--- src/rtl/core/akf_pkg.sv ---
// ----------------------------------------------------------------------------
// akf_pkg
// Types, constants and saturating helpers shared by the angle/bias filter core.
// ----------------------------------------------------------------------------
package akf_pkg;

	localparam int SampleWidth   = 32;
	localparam int CfgWidth      = 32;
	localparam int CfgIndexWidth = 3;
	localparam int DataWidth     = 64;
	localparam int ProdWidth     = 2 * DataWidth;
	localparam int DivSteps      = DataWidth + 32;
	localparam int DivCntWidth   = $clog2(DivSteps + 1);

	typedef enum logic [CfgIndexWidth-1:0] {
		CFG_ANGLE_NOISE,
		CFG_BIAS_NOISE,
		CFG_MEAS_NOISE,
		CFG_PERIOD
	} akf_cfg_idx_t;

	localparam logic [CfgWidth-1:0] AngleNoiseReset = 32'd4294967;
	localparam logic [CfgWidth-1:0] BiasNoiseReset  = 32'd12884902;
	localparam logic [CfgWidth-1:0] MeasNoiseReset  = 32'd2147483648;
	localparam logic [CfgWidth-1:0] PeriodReset     = 32'd21474836;

	typedef struct packed {
		logic signed [SampleWidth-1:0] measured_angle;
		logic signed [SampleWidth-1:0] gyro_rate;
	} akf_in_t;

	typedef struct packed {
		logic signed [SampleWidth-1:0] angle_estimate;
		logic signed [SampleWidth-1:0] bias_estimate;
	} akf_out_t;

	typedef struct packed {
		logic busy;
		logic done;
	} akf_unit_sts_t;

	function automatic logic [DataWidth-1:0] mag(input logic signed [DataWidth-1:0] a);
		mag = a[DataWidth-1] ? (~a + 64'd1) : a;
	endfunction

	function automatic logic signed [DataWidth-1:0] add_sat(
		input logic signed [DataWidth-1:0] a,
		input logic signed [DataWidth-1:0] b
	);
		logic signed [DataWidth-1:0] s;
		s = a + b;
		if (!a[DataWidth-1] && !b[DataWidth-1] && s[DataWidth-1]) begin
			s = {1'b0, {(DataWidth-1){1'b1}}};
		end else if (a[DataWidth-1] && b[DataWidth-1] && !s[DataWidth-1]) begin
			s = {1'b1, {(DataWidth-1){1'b0}}};
		end
		add_sat = s;
	endfunction

	// clamp to a signed range of w bits
	function automatic logic signed [DataWidth-1:0] sat_to(
		input logic signed [DataWidth-1:0] v,
		input int w
	);
		logic signed [DataWidth-1:0] hi;
		logic signed [DataWidth-1:0] lo;
		hi = signed'((64'd1 << (w - 1)) - 64'd1);
		lo = -hi - 64'sd1;
		if (v > hi) begin
			sat_to = hi;
		end else if (v < lo) begin
			sat_to = lo;
		end else begin
			sat_to = v;
		end
	endfunction

endpackage

--- src/rtl/core/akf_div.sv ---
// ----------------------------------------------------------------------------
// akf_div
// Bit-serial gain divider: num / den in Q16.32, truncated toward zero,
// clamped to the covariance range, zero for a zero denominator.
// ----------------------------------------------------------------------------
module akf_div #(
	parameter int COV_WIDTH = 48
) (
	input  logic                              clk,
	input  logic                              arst_n,
	input  logic                              start,
	input  logic signed [akf_pkg::DataWidth-1:0] num,
	input  logic signed [akf_pkg::DataWidth-1:0] den,
	output akf_pkg::akf_unit_sts_t            sts,
	output logic signed [akf_pkg::DataWidth-1:0] result
);
	import akf_pkg::*;

	localparam logic [DivSteps-1:0] Cap = DivSteps'((64'd1 << (COV_WIDTH - 1)) - 64'd1);

	logic [DivSteps-1:0]    dq_q;
	logic [DataWidth-1:0]   r_q;
	logic [DataWidth-1:0]   ud_q;
	logic                   neg_q;
	logic                   zero_q;
	logic [DivCntWidth-1:0] cnt_q;
	logic                   busy_q;
	logic                   done_q;
	logic signed [DataWidth-1:0] result_q;

	logic [DataWidth:0]   rs;
	logic [DataWidth:0]   diff;
	logic                 ge;
	logic [DivSteps-1:0]  q_sat;

	always_comb begin
		rs    = {r_q, dq_q[DivSteps-1]};
		diff  = rs - {1'b0, ud_q};
		ge    = (rs >= {1'b0, ud_q});
		q_sat = (dq_q > Cap) ? Cap : dq_q;
	end

	always_ff @(posedge clk or negedge arst_n) begin
		if (!arst_n) begin
			busy_q <= 1'b0;
			done_q <= 1'b0;
			cnt_q  <= '0;
		end else begin
			done_q <= 1'b0;
			if (start) begin
				dq_q   <= {mag(num), 32'b0};
				r_q    <= '0;
				ud_q   <= mag(den);
				zero_q <= (den == '0);
				neg_q  <= num[DataWidth-1] ^ den[DataWidth-1];
				cnt_q  <= '0;
				busy_q <= 1'b1;
			end else if (busy_q) begin
				if (cnt_q == DivCntWidth'(DivSteps)) begin
					if (zero_q) begin
						result_q <= '0;
					end else if (neg_q) begin
						result_q <= -signed'(q_sat[DataWidth-1:0]);
					end else begin
						result_q <= signed'(q_sat[DataWidth-1:0]);
					end
					done_q <= 1'b1;
					busy_q <= 1'b0;
				end else begin
					r_q   <= ge ? diff[DataWidth-1:0] : rs[DataWidth-1:0];
					dq_q  <= {dq_q[DivSteps-2:0], ge};
					cnt_q <= cnt_q + 1'b1;
				end
			end
		end
	end

	assign sts.busy = busy_q;
	assign sts.done = done_q;
	assign result   = result_q;

endmodule

--- config.mk ---
export PLATFORM = sky130hd
export DESIGN_NAME = akf_div
export DESIGN_NICKNAME = d
export VERILOG_FILES = /design/src/rtl/core/akf_pkg.sv /design/src/rtl/core/akf_div.sv
export SDC_FILE = /design/constraint.sdc
export NUM_CORES = 1
export LEC_CHECK = 0
export BUFFER_PORTS_ARGS = -buffer_cell sky130_fd_sc_hd__buf_2
export CORE_MARGIN = 8
export CORE_UTILIZATION = 60
export DETAILED_ROUTE_END_ITERATION = 8
export PLACE_DENSITY = 0.85
export SYNTH_ARGS = -nofsm -noshare
export SYNTH_HDL_FRONTEND = slang
export SYNTH_SLANG_ARGS = --single-unit
--- constraint.sdc ---
create_clock -name clk -period 14.5 [get_ports clk]
set_input_delay 1.45 -clock clk [delete_from_list [all_inputs] [get_ports clk]]
set_output_delay 1.45 -clock clk [all_outputs]
set_load 0.01 [all_outputs]
# ---- Yosys cells after proc, flatten, opt, wreduce, memory -nomap -nowiden
# Cells that the tools add are included.
dict set report word_totals {
  ff_bits 299
  wordCells 49
}
dict set report classes {
  eq_ne 2
  bitwise 4
  muxes 19
  reduce_logical 6
  n_lt_le_gt_ge 2
  add_sub_neg 5
}
# cell count
set op_table {}
lappend op_table {{2-to-1 mux 64 bit} 6}
lappend op_table {{2-to-1 mux 96 bit} 3}
lappend op_table {{adder 64 x 1 -> 64 bit (second input constant)} 2}
lappend op_table {{inverter 64 bit} 2}
lappend op_table {{greater-than comparator 96 x 47 -> 1 bit (second input constant)} 1}
lappend op_table {{>= comparator 65 x 64 -> 1 bit} 1}
lappend op_table {{zero test 64 bit} 1}
lappend op_table {{negation 64 bit} 1}
lappend op_table {{subtractor 64 bit} 1}
lappend op_table {{2-to-1 mux 63 bit} 1}
lappend op_table {{2-to-1 mux 7 bit} 3}
lappend op_table {{adder 7 x 1 -> 7 bit (second input constant)} 1}
lappend op_table {{equality test 7 bit (second input constant)} 1}
lappend op_table {{2-to-1 mux 1 bit} 6}
lappend op_table {{AND reduction 2 bit} 2}
lappend op_table {{AND reduction 4 bit} 1}
lappend op_table {{AND reduction 3 bit} 1}
lappend op_table {{!= test 2 bit (second input constant)} 1}
lappend op_table {{nonzero test 2 bit} 1}
lappend op_table {{inverter 1 bit} 1}
lappend op_table {{bitwise XOR 1 bit} 1}

# ---- Logic depth before layout (Yosys ltp)
dict set report depth {
  ltp_word 4
  mapped_depth 15
}

# ---- Worst setup path after synthesis
# No wires, ideal clock.
dict set report synth_timing {
  path_kind {input port to flip-flop}
  start {in start}
  end {reg dq_q[32] (enable)}
  path_buffers 1
  arrival_ns 4.612
  setup_time_ns 0.493
  slack_ns 9.395
  path_stages 3
  path_cell_list {clkbuf_1 > nor2_1 > nor2b_1}
}
dict set report synth_via {
  elab_chain_len 2
}
# element line_no
set synth_lines {}
lappend synth_lines {{start: declaration} akf_div.sv:11} ;# input logic start,
lappend synth_lines {{!= test 2 bit (no source line) / nonzero test 2 bit (equally long branches)} -}
lappend synth_lines {{AND reduction 3 bit (no source line) *} -}
lappend synth_lines {{end signal: assignment} akf_div.sv:51} ;# dq_q <= {mag(num), 32'b0};
lappend synth_lines {{end signal: assignment} akf_div.sv:71} ;# dq_q <= {dq_q[DivSteps-2:0], ge};
lappend synth_lines {{end: declaration} akf_div.sv:21} ;# logic [DivSteps-1:0] dq_q;
# Every way passes the cells marked *; elsewhere a longest branch is shown, timed or not.
# A chain may end at the register's enable or synchronous reset.

# ---- Final worst setup path
dict set report layout_timing {
  start {reg dq_q[59]}
  end {reg result_q[48] (netlist: result[48]), data pin}
}
dict set report layout_via {
  elab_chain_len 4
}
# element line_no
set layout_lines {}
lappend layout_lines {{greater-than comparator 96 x 47 -> 1 bit *} akf_div.sv:40} ;# q_sat = (dq_q > Cap) ? Cap : dq_q;
lappend layout_lines {{2-to-1 mux 64 bit *} akf_div.sv:40}
lappend layout_lines {{negation 64 bit} akf_div.sv:63} ;# result_q <= -signed'(q_sat[DataWidth-1:0]);
lappend layout_lines {{2-to-1 mux 64 bit *} akf_div.sv:62} ;# end else if (neg_q) begin
lappend layout_lines {{end signal: assignment} akf_div.sv:63}
lappend layout_lines {{end signal: assignment} akf_div.sv:65} ;# result_q <= signed'(q_sat[DataWidth-1:0]);
lappend layout_lines {{end: declaration} akf_div.sv:29} ;# logic signed [DataWidth-1:0] result_q;
# Marked as above.

==> impl_metrics.json <==
{
  "status": "complete, no violations",
  "period_needed_ps": 4551,
  "synth_warnings": 0,
  "die_y_um": 199.6,
  "fin_skew_ps": 24.51,
  "fin_setup_tns_ps": 0,
  "syn_avg_cell_area_um2": 9.543,
  "crit_slowest_cell": "nor3_1",
  "rows": 67,
  "critical_path_peak_fanout": 26,
  "crit_top_cell": "nor2_1",
  "clk_latency_ps": 570,
  "fin_area_mm2": 0.02249,
  "r2r_cells": 12,
  "antenna_found_initial": 0,
  "initial_core_util_pct": 60.64,
  "synth_cell_types": 73,
  "yosysTopAreaCellShare_pct": 43.04,
  "htreeDepth": 1,
  "postCtsHoldBufs": 0,
  "layout.nets": 2449,
  "pin_count": 197,
  "use_met3_pct": 3.099,
  "synth_nets": 2321,
  "synth-edff-count": 290,
  "gp_routability_congestion": 0.9547,
  "ys_ff_latch": 299,
  "p_leak_uw": 0.008615,
  "maxSlewHeadroom_pct": 19.69,
  "yosysMostFrequentCell": "edfxtp_1",
  "grt_pass1_vias": 16391,
  "cts_root_buffer": "clkbuf_16",
  "dr.pass1.iters": 6,
  "ir_drop_v": 0.00009649,
  "cp-end-kind": "flip-flop",
  "hold_path.class": "reg -> reg",
  "synthTopCellsByArea": "edfxtp_1, xnor2_1, nand2_1",
  "period_share_pct": 31.38,
  "synth_top_flop_cell": "edfxtp_1",
  "yosysTopAreaCell": "edfxtp_1",
  "drive_gt1_share_pct": 13.61,
  "dp_hpwl_um": 38460,
  "cp_data_arrival_time_ps": 4830,
  "crit_cells": 12,
  "maxCapViolations": 0,
  "min_path_cells": 1,
  "crit_type": "reg -> reg",
  "coreArea_mm2": 0.03336,
  "grt_pass1_wl_um": 84660,
  "met2_usage_pct": 42.61,
  "cp_cell_sequence": "nor4_1 > nand4_1 > or4_1 > buf_4 > nor2_1 > ha_1 > nor3b_1 > nand4_1 > nor2_1 > nand3_1 > nor3_1 > nor2_1",
  "max_freq_mhz": 219.7,
  "drv_slew": 0,
  "power_density_mw_per_mm2": 118.2,
  "syn_to_final_growth_pct": 11.14,
  "required_ps": 14780,
  "hold_viol_final": 0,
  "grt.overflow.total": 0,
  "dieArea_mm2": 0.03985,
  "startpoint_type": "flip-flop",
  "grt_max_degree": 101,
  "via_per_inst": 6.323,
  "cts_setup_buffers": 0,
  "synth.top_cells.by_count": "edfxtp_1, nand2_1, xnor2_1",
  "wl_um": 53370,
  "yosysSeqAreaShare_pct": 44.16,
  "syn_area_mm2": 0.02023,
  "cts.sinks": 299,
  "routed-via-count": 17193,
  "worst_pin_slew_ps": 1200,
  "crit_buf_inv": 1,
  "clk_pin_slew_ps": 70,
  "dr.first_iter.drc_count": 1724,
  "place_area_mm2": 0.02149,
  "crit_family": "simple AND/OR/NAND/NOR gates",
  "rsz0062_at_grt": "no",
  "busiest_layer": "met2",
  "grt_util_all_layers_pct": 26.00,
  "drc_errors": 0,
  "die_w_um": 199.6,
  "cts_tree": "built",
  "portBuffers": 196,
  "tritoncts.num_buffers": 30,
  "cts_resized": 0,
  "cp_slowest_stage_delay_ps": 720,
  "setup_viol": 0,
  "clock_path_buffers": 3,
  "ys_async_sr_fraction_pct": 3.010,
  "wl_per_cell_um": 19.63,
  "grt_util_met1_pct": 35.60,
  "synthCells": 2120,
  "antenna_left": 0
}
[per-stage QoR]
stage	utilization, %	hold slack, ps	setup slack [ps]	power (uW)	std cells
2_1_floorplan	-	504.9	9395	1660	2120
3_3_place_gp	64.42	526.6	9449	1839	2664
3_5_place_dp	64.42	553.2	9410	1864	2664
4_1_cts	67.39	562.6	9985	2654	2718
5_1_grt	67.39	572.8	9541	2776	2718
6_report	67.39	559.2	9949	2657	2719
[area by class of cell]
class	instances	area [um2]
Sequential cell	299	8934
Antenna cell	1	2.502
Multi-Input combinational cell	1612	10540
Fill cell	2695	10880
Clock inverter	16	187.7
Inverter	91	341.6
Timing Repair Buffer	214	1121
Clock buffer	38	802.0
Tap cell	448	560.5
[cells in the final DEF (no fill, tap or decap), types with 22 or more instances in the layout]
| master | synthesis | layout |
|---|---|---|
| a21o_1 | 37 | 36 |
| a211oi_1 | 34 | 34 |
| nor2_1 | 154 | 152 |
| or3_1 | 31 | 31 |
| o41ai_1 | 23 | 23 |
| a31oi_1 | 25 | 25 |
| mux2i_1 | 36 | 36 |
| nor3_1 | 33 | 33 |
| nand4_1 | 24 | 24 |
| ha_1 | 69 | 69 |
| o21ai_0 | 122 | 122 |
| and2_1 | 26 | 23 |
| inv_1 | 91 | 91 |
| edfxtp_1 | 290 | 290 |
| clkbuf_16 | 0 | 31 |
| a21oi_1 | 145 | 144 |
| nor4_1 | 28 | 28 |
| xor2_1 | 40 | 40 |
| nand3_1 | 42 | 42 |
| buf_2 | 4 | 194 |
| a22o_1 | 46 | 46 |
| o31ai_1 | 40 | 40 |
| xnor2_1 | 166 | 166 |
| nand2_1 | 239 | 239 |
| or4_1 | 22 | 22 |
[where the power goes]
group          internal [uW]  switching [uW]
Sequential              1050            57.2
Combinational            313             451
Clock                    461             330
[worst register-to-register path, stage by stage, from the launching register on]
cell	delay, ps
edfxtp_1	400
nor4_1	460
nand4_1	170
or4_1	540
buf_4	240
nor2_1	190
ha_1	200
nor3b_1	500
nand4_1	300
nor2_1	250
nand3_1	180
nor3_1	730
nor2_1	90
[registers in the layout (all words and copies together) (netlist names)]
register / flops
done_q: 1
busy_q: 1
ud_q: 64
dq_q: 96
zero_q: 1
result: 64
cnt_q: 7
r_q: 64
neg_q: 1
[logic make-up (layout without fill, tap and decap cells)]
logic type	count (synthesis)	count (layout)	synth area share, %
AO/OA/AOI/OAI	603	603	19.78
XOR/XNOR	206	206	8.918
adder cells (fa/ha/maj)	70	70	4.366
buffers and inverters	209	359	3.939
flip-flops	299	299	44.16
multiplexers	36	36	1.781
other	0	1	0
AND/OR/NAND/NOR	697	697	17.06
[metal layers]
layer / routed length (um) / vias to the layer above / share of wire, %
li1: - / 8146 / -
met1: 22860 / 8189 / 43
met2: 24920 / 761 / 47
met3: 4162 / 97 / 7.8
met4: 1436 / 0 / 2.7
met5: 0 / - / 0
[path summary, 6_finish.rpt]
check,start,slack (ps),to
max,dq_q[59],9950,result[48]
min,dq_q[82],560,dq_q[83]
max reg2reg,dq_q[59],9950,result[48]
min reg2reg,dq_q[82],560,dq_q[83]
max in group asynchronous,arst_n,13140,cnt_q[2]
min in group asynchronous,arst_n,940,cnt_q[1]
No activity file was read; power rests on OpenSTA's default activity.
