File: src/rtl/core/akf_pkg.sv
// ----------------------------------------------------------------------------
// akf_pkg
// Types, constants and saturating helpers shared by the angle/bias filter core.
// ----------------------------------------------------------------------------
package akf_pkg;

	localparam int SampleWidth   = 32;
	localparam int CfgWidth      = 32;
	localparam int CfgIndexWidth = 3;
	localparam int DataWidth     = 64;
	localparam int ProdWidth     = 2 * DataWidth;
	localparam int DivSteps      = DataWidth + 32;
	localparam int DivCntWidth   = $clog2(DivSteps + 1);

	typedef enum logic [CfgIndexWidth-1:0] {
		CFG_ANGLE_NOISE,
		CFG_BIAS_NOISE,
		CFG_MEAS_NOISE,
		CFG_PERIOD
	} akf_cfg_idx_t;

	localparam logic [CfgWidth-1:0] AngleNoiseReset = 32'd4294967;
	localparam logic [CfgWidth-1:0] BiasNoiseReset  = 32'd12884902;
	localparam logic [CfgWidth-1:0] MeasNoiseReset  = 32'd2147483648;
	localparam logic [CfgWidth-1:0] PeriodReset     = 32'd21474836;

	typedef struct packed {
		logic signed [SampleWidth-1:0] measured_angle;
		logic signed [SampleWidth-1:0] gyro_rate;
	} akf_in_t;

	typedef struct packed {
		logic signed [SampleWidth-1:0] angle_estimate;
		logic signed [SampleWidth-1:0] bias_estimate;
	} akf_out_t;

	typedef struct packed {
		logic busy;
		logic done;
	} akf_unit_sts_t;

	function automatic logic [DataWidth-1:0] mag(input logic signed [DataWidth-1:0] a);
		mag = a[DataWidth-1] ? (~a + 64'd1) : a;
	endfunction

	function automatic logic signed [DataWidth-1:0] add_sat(
		input logic signed [DataWidth-1:0] a,
		input logic signed [DataWidth-1:0] b
	);
		logic signed [DataWidth-1:0] s;
		s = a + b;
		if (!a[DataWidth-1] && !b[DataWidth-1] && s[DataWidth-1]) begin
			s = {1'b0, {(DataWidth-1){1'b1}}};
		end else if (a[DataWidth-1] && b[DataWidth-1] && !s[DataWidth-1]) begin
			s = {1'b1, {(DataWidth-1){1'b0}}};
		end
		add_sat = s;
	endfunction

	// clamp to a signed range of w bits
	function automatic logic signed [DataWidth-1:0] sat_to(
		input logic signed [DataWidth-1:0] v,
		input int w
	);
		logic signed [DataWidth-1:0] hi;
		logic signed [DataWidth-1:0] lo;
		hi = signed'((64'd1 << (w - 1)) - 64'd1);
		lo = -hi - 64'sd1;
		if (v > hi) begin
			sat_to = hi;
		end else if (v < lo) begin
			sat_to = lo;
		end else begin
			sat_to = v;
		end
	endfunction

endpackage

File: src/rtl/core/akf_mul.sv
// ----------------------------------------------------------------------------
// akf_mul
// Iterative signed multiply, result round(a*b / 2^32) with saturation.
// Four 32x32 partial products, one per cycle, then a rounding step.
// ----------------------------------------------------------------------------
module akf_mul (
	input  logic                              clk,
	input  logic                              arst_n,
	input  logic                              start,
	input  logic signed [akf_pkg::DataWidth-1:0] a,
	input  logic signed [akf_pkg::DataWidth-1:0] b,
	output akf_pkg::akf_unit_sts_t            sts,
	output logic signed [akf_pkg::DataWidth-1:0] result
);
	import akf_pkg::*;

	logic [DataWidth-1:0] ua_q;
	logic [DataWidth-1:0] ub_q;
	logic                 neg_q;
	logic [ProdWidth-1:0] acc_q;
	logic [2:0]           cnt_q;
	logic                 busy_q;
	logic                 done_q;
	logic signed [DataWidth-1:0] result_q;

	logic [63:0]          pp;
	logic [ProdWidth-1:0] pp_shift;
	logic [1:0]           sh;
	logic [ProdWidth-1:0] rnd;
	logic [DataWidth-1:0] mag_r;

	always_comb begin
		pp  = 64'(ua_q[{cnt_q[1], 5'b0} +: 32]) * 64'(ub_q[{cnt_q[0], 5'b0} +: 32]);
		sh  = 2'(cnt_q[1]) + 2'(cnt_q[0]);
		unique case (sh)
			2'd0:    pp_shift = {64'b0, pp};
			2'd1:    pp_shift = {32'b0, pp, 32'b0};
			2'd2:    pp_shift = {pp, 64'b0};
			default: pp_shift = '0;
		endcase
		rnd = acc_q + 128'h8000_0000;
		// anything at or above bit 95 would not fit in 63 magnitude bits
		mag_r = (|rnd[ProdWidth-1:95]) ? {1'b0, {(DataWidth-1){1'b1}}} : {1'b0, rnd[94:32]};
	end

	always_ff @(posedge clk or negedge arst_n) begin
		if (!arst_n) begin
			busy_q <= 1'b0;
			done_q <= 1'b0;
			cnt_q  <= '0;
		end else begin
			done_q <= 1'b0;
			if (start) begin
				ua_q   <= mag(a);
				ub_q   <= mag(b);
				neg_q  <= a[DataWidth-1] ^ b[DataWidth-1];
				acc_q  <= '0;
				cnt_q  <= '0;
				busy_q <= 1'b1;
			end else if (busy_q) begin
				if (cnt_q[2]) begin
					result_q <= neg_q ? -signed'(mag_r) : signed'(mag_r);
					done_q   <= 1'b1;
					busy_q   <= 1'b0;
				end else begin
					acc_q <= acc_q + pp_shift;
					cnt_q <= cnt_q + 3'd1;
				end
			end
		end
	end

	assign sts.busy = busy_q;
	assign sts.done = done_q;
	assign result   = result_q;

endmodule

File: config.mk
export PLATFORM = sky130hd
export DESIGN_NAME = akf_mul
export DESIGN_NICKNAME = d
export VERILOG_FILES = /design/src/rtl/core/akf_pkg.sv /design/src/rtl/core/akf_mul.sv
export SDC_FILE = /design/constraint.sdc
export NUM_CORES = 2
export LEC_CHECK = 0
export BUFFER_PORTS_ARGS = -buffer_cell sky130_fd_sc_hd__buf_2
export CORE_MARGIN = 4
export CORE_UTILIZATION = 40
export DETAILED_ROUTE_END_ITERATION = 10
export PLACE_DENSITY = 0.58
export SYNTH_ARGS = -nofsm -noshare
export SYNTH_HDL_FRONTEND = slang
export SYNTH_SLANG_ARGS = --single-unit
File: constraint.sdc
create_clock -name clk -period 16.95 [get_ports clk]
set_clock_uncertainty 0.05 [all_clocks]
set_input_delay 2.5425 -clock clk [delete_from_list [all_inputs] [get_ports clk]]
set_output_delay 2.5425 -clock clk [all_outputs]
set_load 0.02 [all_outputs]
== Yosys cells after proc, flatten, opt, wreduce, memory -nomap -nowiden ==
Cells that the tools add are included.
W data, S select, Z words.

* Memories kept: 0
* Register bits: 326
* Bits of input ports: 131
* Bits in read-only memories: 0
* Latch bits: 0
* Memory bits (writable): 0

* Order comparisons: 0
* Add/sub/neg operators: 7
* Div/mod/pow operators: 0
* Eq/ne operators: 3
* Reduce and logical (&&, ||, !) cells: 6
* Shifts and indexed selects: 2
* $mul: 1
* Muxes and demuxes: 16
* Bitwise logic cells: 4

{| class="wikitable"
|+ Operators by type and width
! operator !! number
|-
| $pmux W128 S3 || 1
|-
| $mux W128 || 2
|-
| $mux W63 || 3
|-
| $add A128 B128 Y128 || 1
|-
| $add A128 B32 Y128 const B || 1
|-
| $add A64 B1 Y64 const B || 2
|-
| $not A64 Y64 || 2
|-
| $shiftx A64 B7 Y32 || 2
|-
| $mul A32 B32 Y64 || 1
|-
| $mux W64 || 1
|-
| $neg A63 Y64 || 1
|-
| $reduce_or A33 Y1 || 1
|-
| $mux W3 || 3
|-
| $mux W1 || 6
|-
| $reduce_and A2 Y1 || 2
|-
| $reduce_and A4 Y1 || 1
|-
| $add A3 B1 Y3 const B || 1
|-
| $add A1 B1 Y2 || 1
|-
| $eq A2 B1 Y1 const B || 1
|-
| $eq A2 B2 Y1 const B || 1
|-
| $logic_not A2 Y1 || 1
|-
| $ne A2 B2 Y1 const B || 1
|-
| $reduce_bool A2 Y1 || 1
|-
| $not A1 Y1 || 1
|-
| $xor A1 B1 Y1 || 1
|}

== Longest topological paths before layout ==
* Depth in word-level cells: 6
* Depth in mapped cells: 50
* Gate-level depth less buffers: 44

== Worst setup path after synthesis ==
OpenSTA, ideal clock, no wires.

* Kind: flip-flop to flip-flop
* From: register cnt_q[1]
* To: register acc_q[127] (data pin)
* Setup slack: 4.533 ns
* Arrival time: 12.101 ns
* Buffers on the path: 6
* Stages on the path, launching flop included: 46
* Period minus slack after synthesis: 12.417 ns
* Path through: dfrtp_1 > clkbuf_1 > clkbuf_1 > buf_1 > mux2i_1 > clkbuf_1 > nor2_1 > fa_1 > inv_1 > fa_1 > fa_1 > fa_1 > inv_1 > fa_1 > fa_1 > fa_1 > inv_1 > fa_1 > [... 10 more ...] > o21ai_0 > nand3_1 > a311oi_1 > xnor2_1 > a22o_1 > ha_1 > clkbuf_1 > nand4_1 > or4_1 > nor4_1 > nor3_1 > a31oi_1 > o211ai_1 > a211oi_1 > o221ai_1 > o211ai_1 > mux2i_1 > nand4_1

* Cells in the longest elaborated chain, start to end: 6
* Elaborated cells between the ends (all ways): 10

{| class="wikitable"
|+ RTL lines
! element !! line !! source
|-
| from (decl) || akf_mul.sv:21 || <nowiki>logic [2:0] cnt_q;</nowiki>
|-
| from (signal assigned) || akf_mul.sv:67 || <nowiki>cnt_q <= cnt_q + 3'd1;</nowiki>
|-
| $shiftx A64 B7 Y32 or $add A1 B1 Y2 (tied branches) || akf_mul.sv:33, akf_mul.sv:34 ||
|-
| $mul A32 B32 Y64 (tied with other cells) || akf_mul.sv:33 || <nowiki>pp = 64'(ua_q[{cnt_q[1], 5'b0} +: 32]) * 64'(ub_q[{cnt_q[0], 5'b0} +: 32]);</nowiki>
|-
| $pmux W128 S3 * || akf_mul.sv:35 || <nowiki>unique case (sh)</nowiki>
|-
| $add A128 B128 Y128 * || akf_mul.sv:66 || <nowiki>acc_q <= acc_q + pp_shift;</nowiki>
|-
| $mux W128 * || akf_mul.sv:61 || <nowiki>if (cnt_q[2]) begin</nowiki>
|-
| $mux W128 * || akf_mul.sv:60 || <nowiki>end else if (busy_q) begin</nowiki>
|-
| to (signal assigned) || akf_mul.sv:66 ||
|-
| to (decl) || akf_mul.sv:20 || <nowiki>logic [ProdWidth-1:0] acc_q;</nowiki>
|}

Every way passes the cells marked *; elsewhere a longest branch is shown, timed or not.
A chain may end at the register's enable or synchronous reset.

== Worst setup path after layout ==
* From: register cnt_q[0]
* To: register acc_q[127] (data pin)

The elaborated chain is that of the path after synthesis.

==> run_summary.xml <==
<?xml version="1.0" encoding="UTF-8"?>
<metrics>
  <group name="status">
    <metric name="status" unit="">complete, no violations</metric>
  </group>
  <group name="yosys">
    <metric name="synth_fp_nets" unit="">8441</metric>
    <metric name="post_synth_and_or_nand_nor_area_fraction" unit="">0.172</metric>
    <metric name="synth_cells" unit="">7016</metric>
    <metric name="netlist_top_cells_area" unit="">sky130_fd_sc_hd__fa_1, sky130_fd_sc_hd__edfxtp_1, sky130_fd_sc_hd__ha_1</metric>
    <metric name="synthesis.area" unit="um2">60800</metric>
    <metric name="synthDistinctLibCells" unit="">87</metric>
    <metric name="postSynth.asyncResetShare" unit="">0.0153</metric>
    <metric name="synth-compound-area-share" unit="">0.128</metric>
    <metric name="seq_area_frac_synth" unit="">0.161</metric>
    <metric name="ys_warn_count" unit="">0</metric>
    <metric name="syn-mean-instance-area" unit="um2">8.67</metric>
    <metric name="synthXorXnorAreaFrac" unit="">0.0530</metric>
    <metric name="synth_top_family_by_area" unit="">adder cells</metric>
    <metric name="synth_top_area_cell" unit="">sky130_fd_sc_hd__fa_1</metric>
    <metric name="synth_adder_area_share" unit="">0.377</metric>
    <metric name="synth_mux_area_frac" unit="">0.0250</metric>
    <metric name="ys_ff_latch" unit="">326</metric>
    <metric name="synth-edff-count" unit="">321</metric>
    <metric name="synth_top_area_share" unit="">0.295</metric>
    <metric name="ys.flop_type" unit="">sky130_fd_sc_hd__edfxtp_1</metric>
  </group>
  <group name="timing">
    <metric name="period_needed" unit="ns">14.71</metric>
    <metric name="max_freq" unit="GHz">0.0680</metric>
    <metric name="timing.final.hold_violations" unit="">0</metric>
    <metric name="headroom_to_the_max_slew_limit" unit="">0.176</metric>
    <metric name="final-setup-viol-count" unit="">0</metric>
    <metric name="share_of_the_clock_period_used_by_the_worst_path" unit="">0.868</metric>
    <metric name="max_slew.worst_pin.slew" unit="ns">1.21</metric>
    <metric name="final_max_slew_viol_count" unit="">0</metric>
    <metric name="grt_setup_unrepaired" unit="">no</metric>
    <metric name="sum_of_negative_setup_slack" unit="ns">0</metric>
  </group>
  <group name="place">
    <metric name="dp_hpwl" unit="mm">174</metric>
    <metric name="routabilityCongestion" unit="">0.995</metric>
    <metric name="placement.io_buffers" unit="">196</metric>
    <metric name="post-place-cells" unit="">8964</metric>
  </group>
  <group name="layout">
    <metric name="fin_nets" unit="">8417</metric>
    <metric name="multi_input_area" unit="um2">46200</metric>
    <metric name="final.fill_count" unit="">14900</metric>
    <metric name="regArea" unit="um2">9770</metric>
    <metric name="drive_above_1_share" unit="">0.0728</metric>
    <metric name="n_antenna_cell" unit="">0</metric>
    <metric name="synthToLayoutAreaGrowth" unit="%">7.45</metric>
    <metric name="finish.cell_count_without_fillers" unit="">9039</metric>
  </group>
  <group name="floorplanning">
    <metric name="die_width" unit="um">398</metric>
    <metric name="io-pin-count" unit="">197</metric>
    <metric name="die_h" unit="um">398</metric>
    <metric name="placeable_core_region" unit="um2">150000</metric>
    <metric name="die_area" unit="um2">158000</metric>
    <metric name="initial_core_util" unit="">0.404</metric>
    <metric name="fp-row-count" unit="">142</metric>
  </group>
  <group name="setup_path">
    <metric name="largest_stage_delay_worst_path" unit="ns">1.13</metric>
    <metric name="crit_slowest_cell" unit="">sky130_fd_sc_hd__dfrtp_4</metric>
    <metric name="reg2reg_setup_slack" unit="ns">2.24</metric>
    <metric name="timing.critical_path.mode_cell" unit="">sky130_fd_sc_hd__fa_1</metric>
    <metric name="cp-startpoint" unit="">cnt_q[0]</metric>
    <metric name="reg2reg_from" unit="">cnt_q[0]</metric>
    <metric name="worstRegToRegCells" unit="">40</metric>
    <metric name="timing.critical_path.arrival" unit="ns">15.03</metric>
    <metric name="worst_setup_path_end_kind" unit="">register</metric>
    <metric name="worst_ep_required_time" unit="ns">17.27</metric>
    <metric name="setup.worst_path.class" unit="">register to register</metric>
    <metric name="timing.rr.end" unit="">acc_q[127]</metric>
    <metric name="crit_end" unit="">acc_q[127]</metric>
    <metric name="worstSetupStartpointType" unit="">register</metric>
    <metric name="timing.critical_path.fanout_max" unit="">64</metric>
  </group>
  <group name="clock_network">
    <metric name="tritoncts.num_buffers" unit="">42</metric>
    <metric name="clock_path_buffers" unit="">3</metric>
    <metric name="cts_tree" unit="">yes</metric>
    <metric name="clock_transition_at_the_registers_of_the_reported_paths" unit="ns">0.08</metric>
    <metric name="buffers_inserted_by_post_cts_timing_repair" unit="">0</metric>
    <metric name="clockRootBuffer" unit="">sky130_fd_sc_hd__clkbuf_16</metric>
    <metric name="insertion_delay" unit="ns">0.67</metric>
    <metric name="cts-hold-fix-buffers" unit="">0</metric>
    <metric name="ctsResizeCount" unit="">0</metric>
    <metric name="htree_levels" unit="">2</metric>
    <metric name="clock-sinks" unit="">326</metric>
  </group>
  <group name="drt">
    <metric name="vias_per_cell" unit="">5.72</metric>
    <metric name="route.final.wire_length" unit="mm">218</metric>
    <metric name="post-route-drc-count" unit="">0</metric>
    <metric name="dr.pass1.iters" unit="">6</metric>
    <metric name="avgRoutedWirePerCell" unit="um">24.1</metric>
    <metric name="detailroute.via_count" unit="">51700</metric>
    <metric name="detail_route.iter0.violations" unit="">4694</metric>
    <metric name="drtAntennaViolNets" unit="">0</metric>
  </group>
  <group name="global_route">
    <metric name="antenna_found_initial" unit="">5</metric>
    <metric name="grt_start_max_net_pins" unit="">83</metric>
    <metric name="grt_pass1_vias" unit="">51300</metric>
    <metric name="grt_pass1_wl" unit="mm">325</metric>
    <metric name="globalRouteOverflowTotal" unit="">0</metric>
    <metric name="grtUsageTotal" unit="">0.271</metric>
  </group>
  <group name="flow_run">
    <metric name="max_cap_violations" unit="">0</metric>
  </group>
  <group name="min_path">
    <metric name="holdCritPathClass" unit="">register to register</metric>
  </group>
</metrics>
area by class of cell:
cell class	count	area share
clock buffer	48	0.0164
clock inverter	27	0.00538
inverter	1009	0.0580
multi-input combinational	5325	0.706
sequential	326	0.150
tap	2016	0.0386
timing repair buffer	288	0.0257
routing by layer:
layer,global-route usage,vias up,share of wire
li1,-,23100,-
met1,0.369,25900,0.42
met2,0.422,2236,0.44
met3,0.0587,432,0.089
met4,0.107,4,0.047
met5,0,-,0.00013
stage by stage:
step	util	setup WS [ns]	area [um2]	hold WS, ns
6_report	0.434	2.24	65300	0.521
2_1_floorplan	-	4.53	60800	0.475
3_3_place_gp	0.425	2.62	63900	0.497
5_1_grt	0.434	1.55	65300	0.535
4_1_cts	0.434	2.39	65300	0.520
3_5_place_dp	0.425	2.47	63900	0.504
worst min-delay path by stage:
stage	from	to	slack (ns)	cells after the start
global placement	acc_q[8]	acc_q[8]	0.50	2
floorplan	cnt_q[2]	cnt_q[2]	0.47	2
CTS	acc_q[27]	acc_q[27]	0.52	2
global route	acc_q[7]	acc_q[7]	0.53	2
detailed placement	acc_q[27]	acc_q[27]	0.50	2
finish	acc_q[15]	acc_q[15]	0.52	2
kinds of logic (layout without fill, tap and decap cells):
kind of cell               count (synthesis)  in the layout
AOI/OAI and AO/OA                       1208           1208
adders and majority gates               1294           1294
xor gates and xnor gates                 368            368
buffers and inverters                   1365           1372
and+or+nand+nor                         2311           2311
DFF                                      326            326
muxes                                    144            144
sequential cells by signal, indices dropped and copies added (netlist names):
name    count
ua_q       64
cnt_q       3
ub_q       64
neg_q       1
busy_q      1
acc_q     128
result     64
done_q      1
synthesized netlist by cell type, drive strengths merged, types with 15 or more instances:
| cell type | n |
|---|---|
| a211oi | 22 |
| a21o | 143 |
| a21oi | 289 |
| a22o | 56 |
| a22oi | 19 |
| a31o | 15 |
| a31oi | 41 |
| and2 | 83 |
| and3 | 58 |
| and4 | 25 |
| buf | 33 |
| clkbuf | 323 |
| edfxtp | 321 |
| fa | 897 |
| ha | 397 |
| inv | 1009 |
| mux2 | 63 |
| mux2i | 81 |
| nand2 | 838 |
| nand2b | 42 |
| nand3 | 110 |
| nand4 | 109 |
| nor2 | 773 |
| nor2b | 30 |
| nor3 | 71 |
| nor4 | 40 |
| o211ai | 25 |
| o21a | 19 |
| o21ai | 318 |
| o21bai | 47 |
| o22ai | 28 |
| o31ai | 58 |
| o41ai | 27 |
| or2 | 20 |
| or3 | 42 |
| or4 | 38 |
| xnor2 | 271 |
| xor2 | 97 |
worst max-delay path: cells and delay by family, from the launching register on:
| family | cells | cell delay (ns) |
|---|---|---|
| simple gates | 6 | 1.60 |
| xor+xnor | 1 | 0.37 |
| buf+inv | 5 | 0.62 |
| fa+ha+maj | 10 | 4.75 |
| flops | 1 | 1.13 |
| mux | 2 | 1.01 |
| compound gates | 16 | 4.68 |
layout by cell type (no fill, tap or decap), drive strengths merged, types with 48 or more instances in the layout:
cell,count
buf,288
ha,397
mux2i,81
a21o,143
fa,897
nand3,110
edfxtp,321
xor2,97
inv,1010
o21ai,318
clkbuf,48
nor3,71
and2,83
xnor2,271
a22o,56
nand2,838
o31ai,58
and3,58
nand4,109
nor2,773
mux2,63
a21oi,289
Power is left out: the tool's default activity adds up to more than one toggle a clock period on the data nets, which glitch-free logic cannot reach.
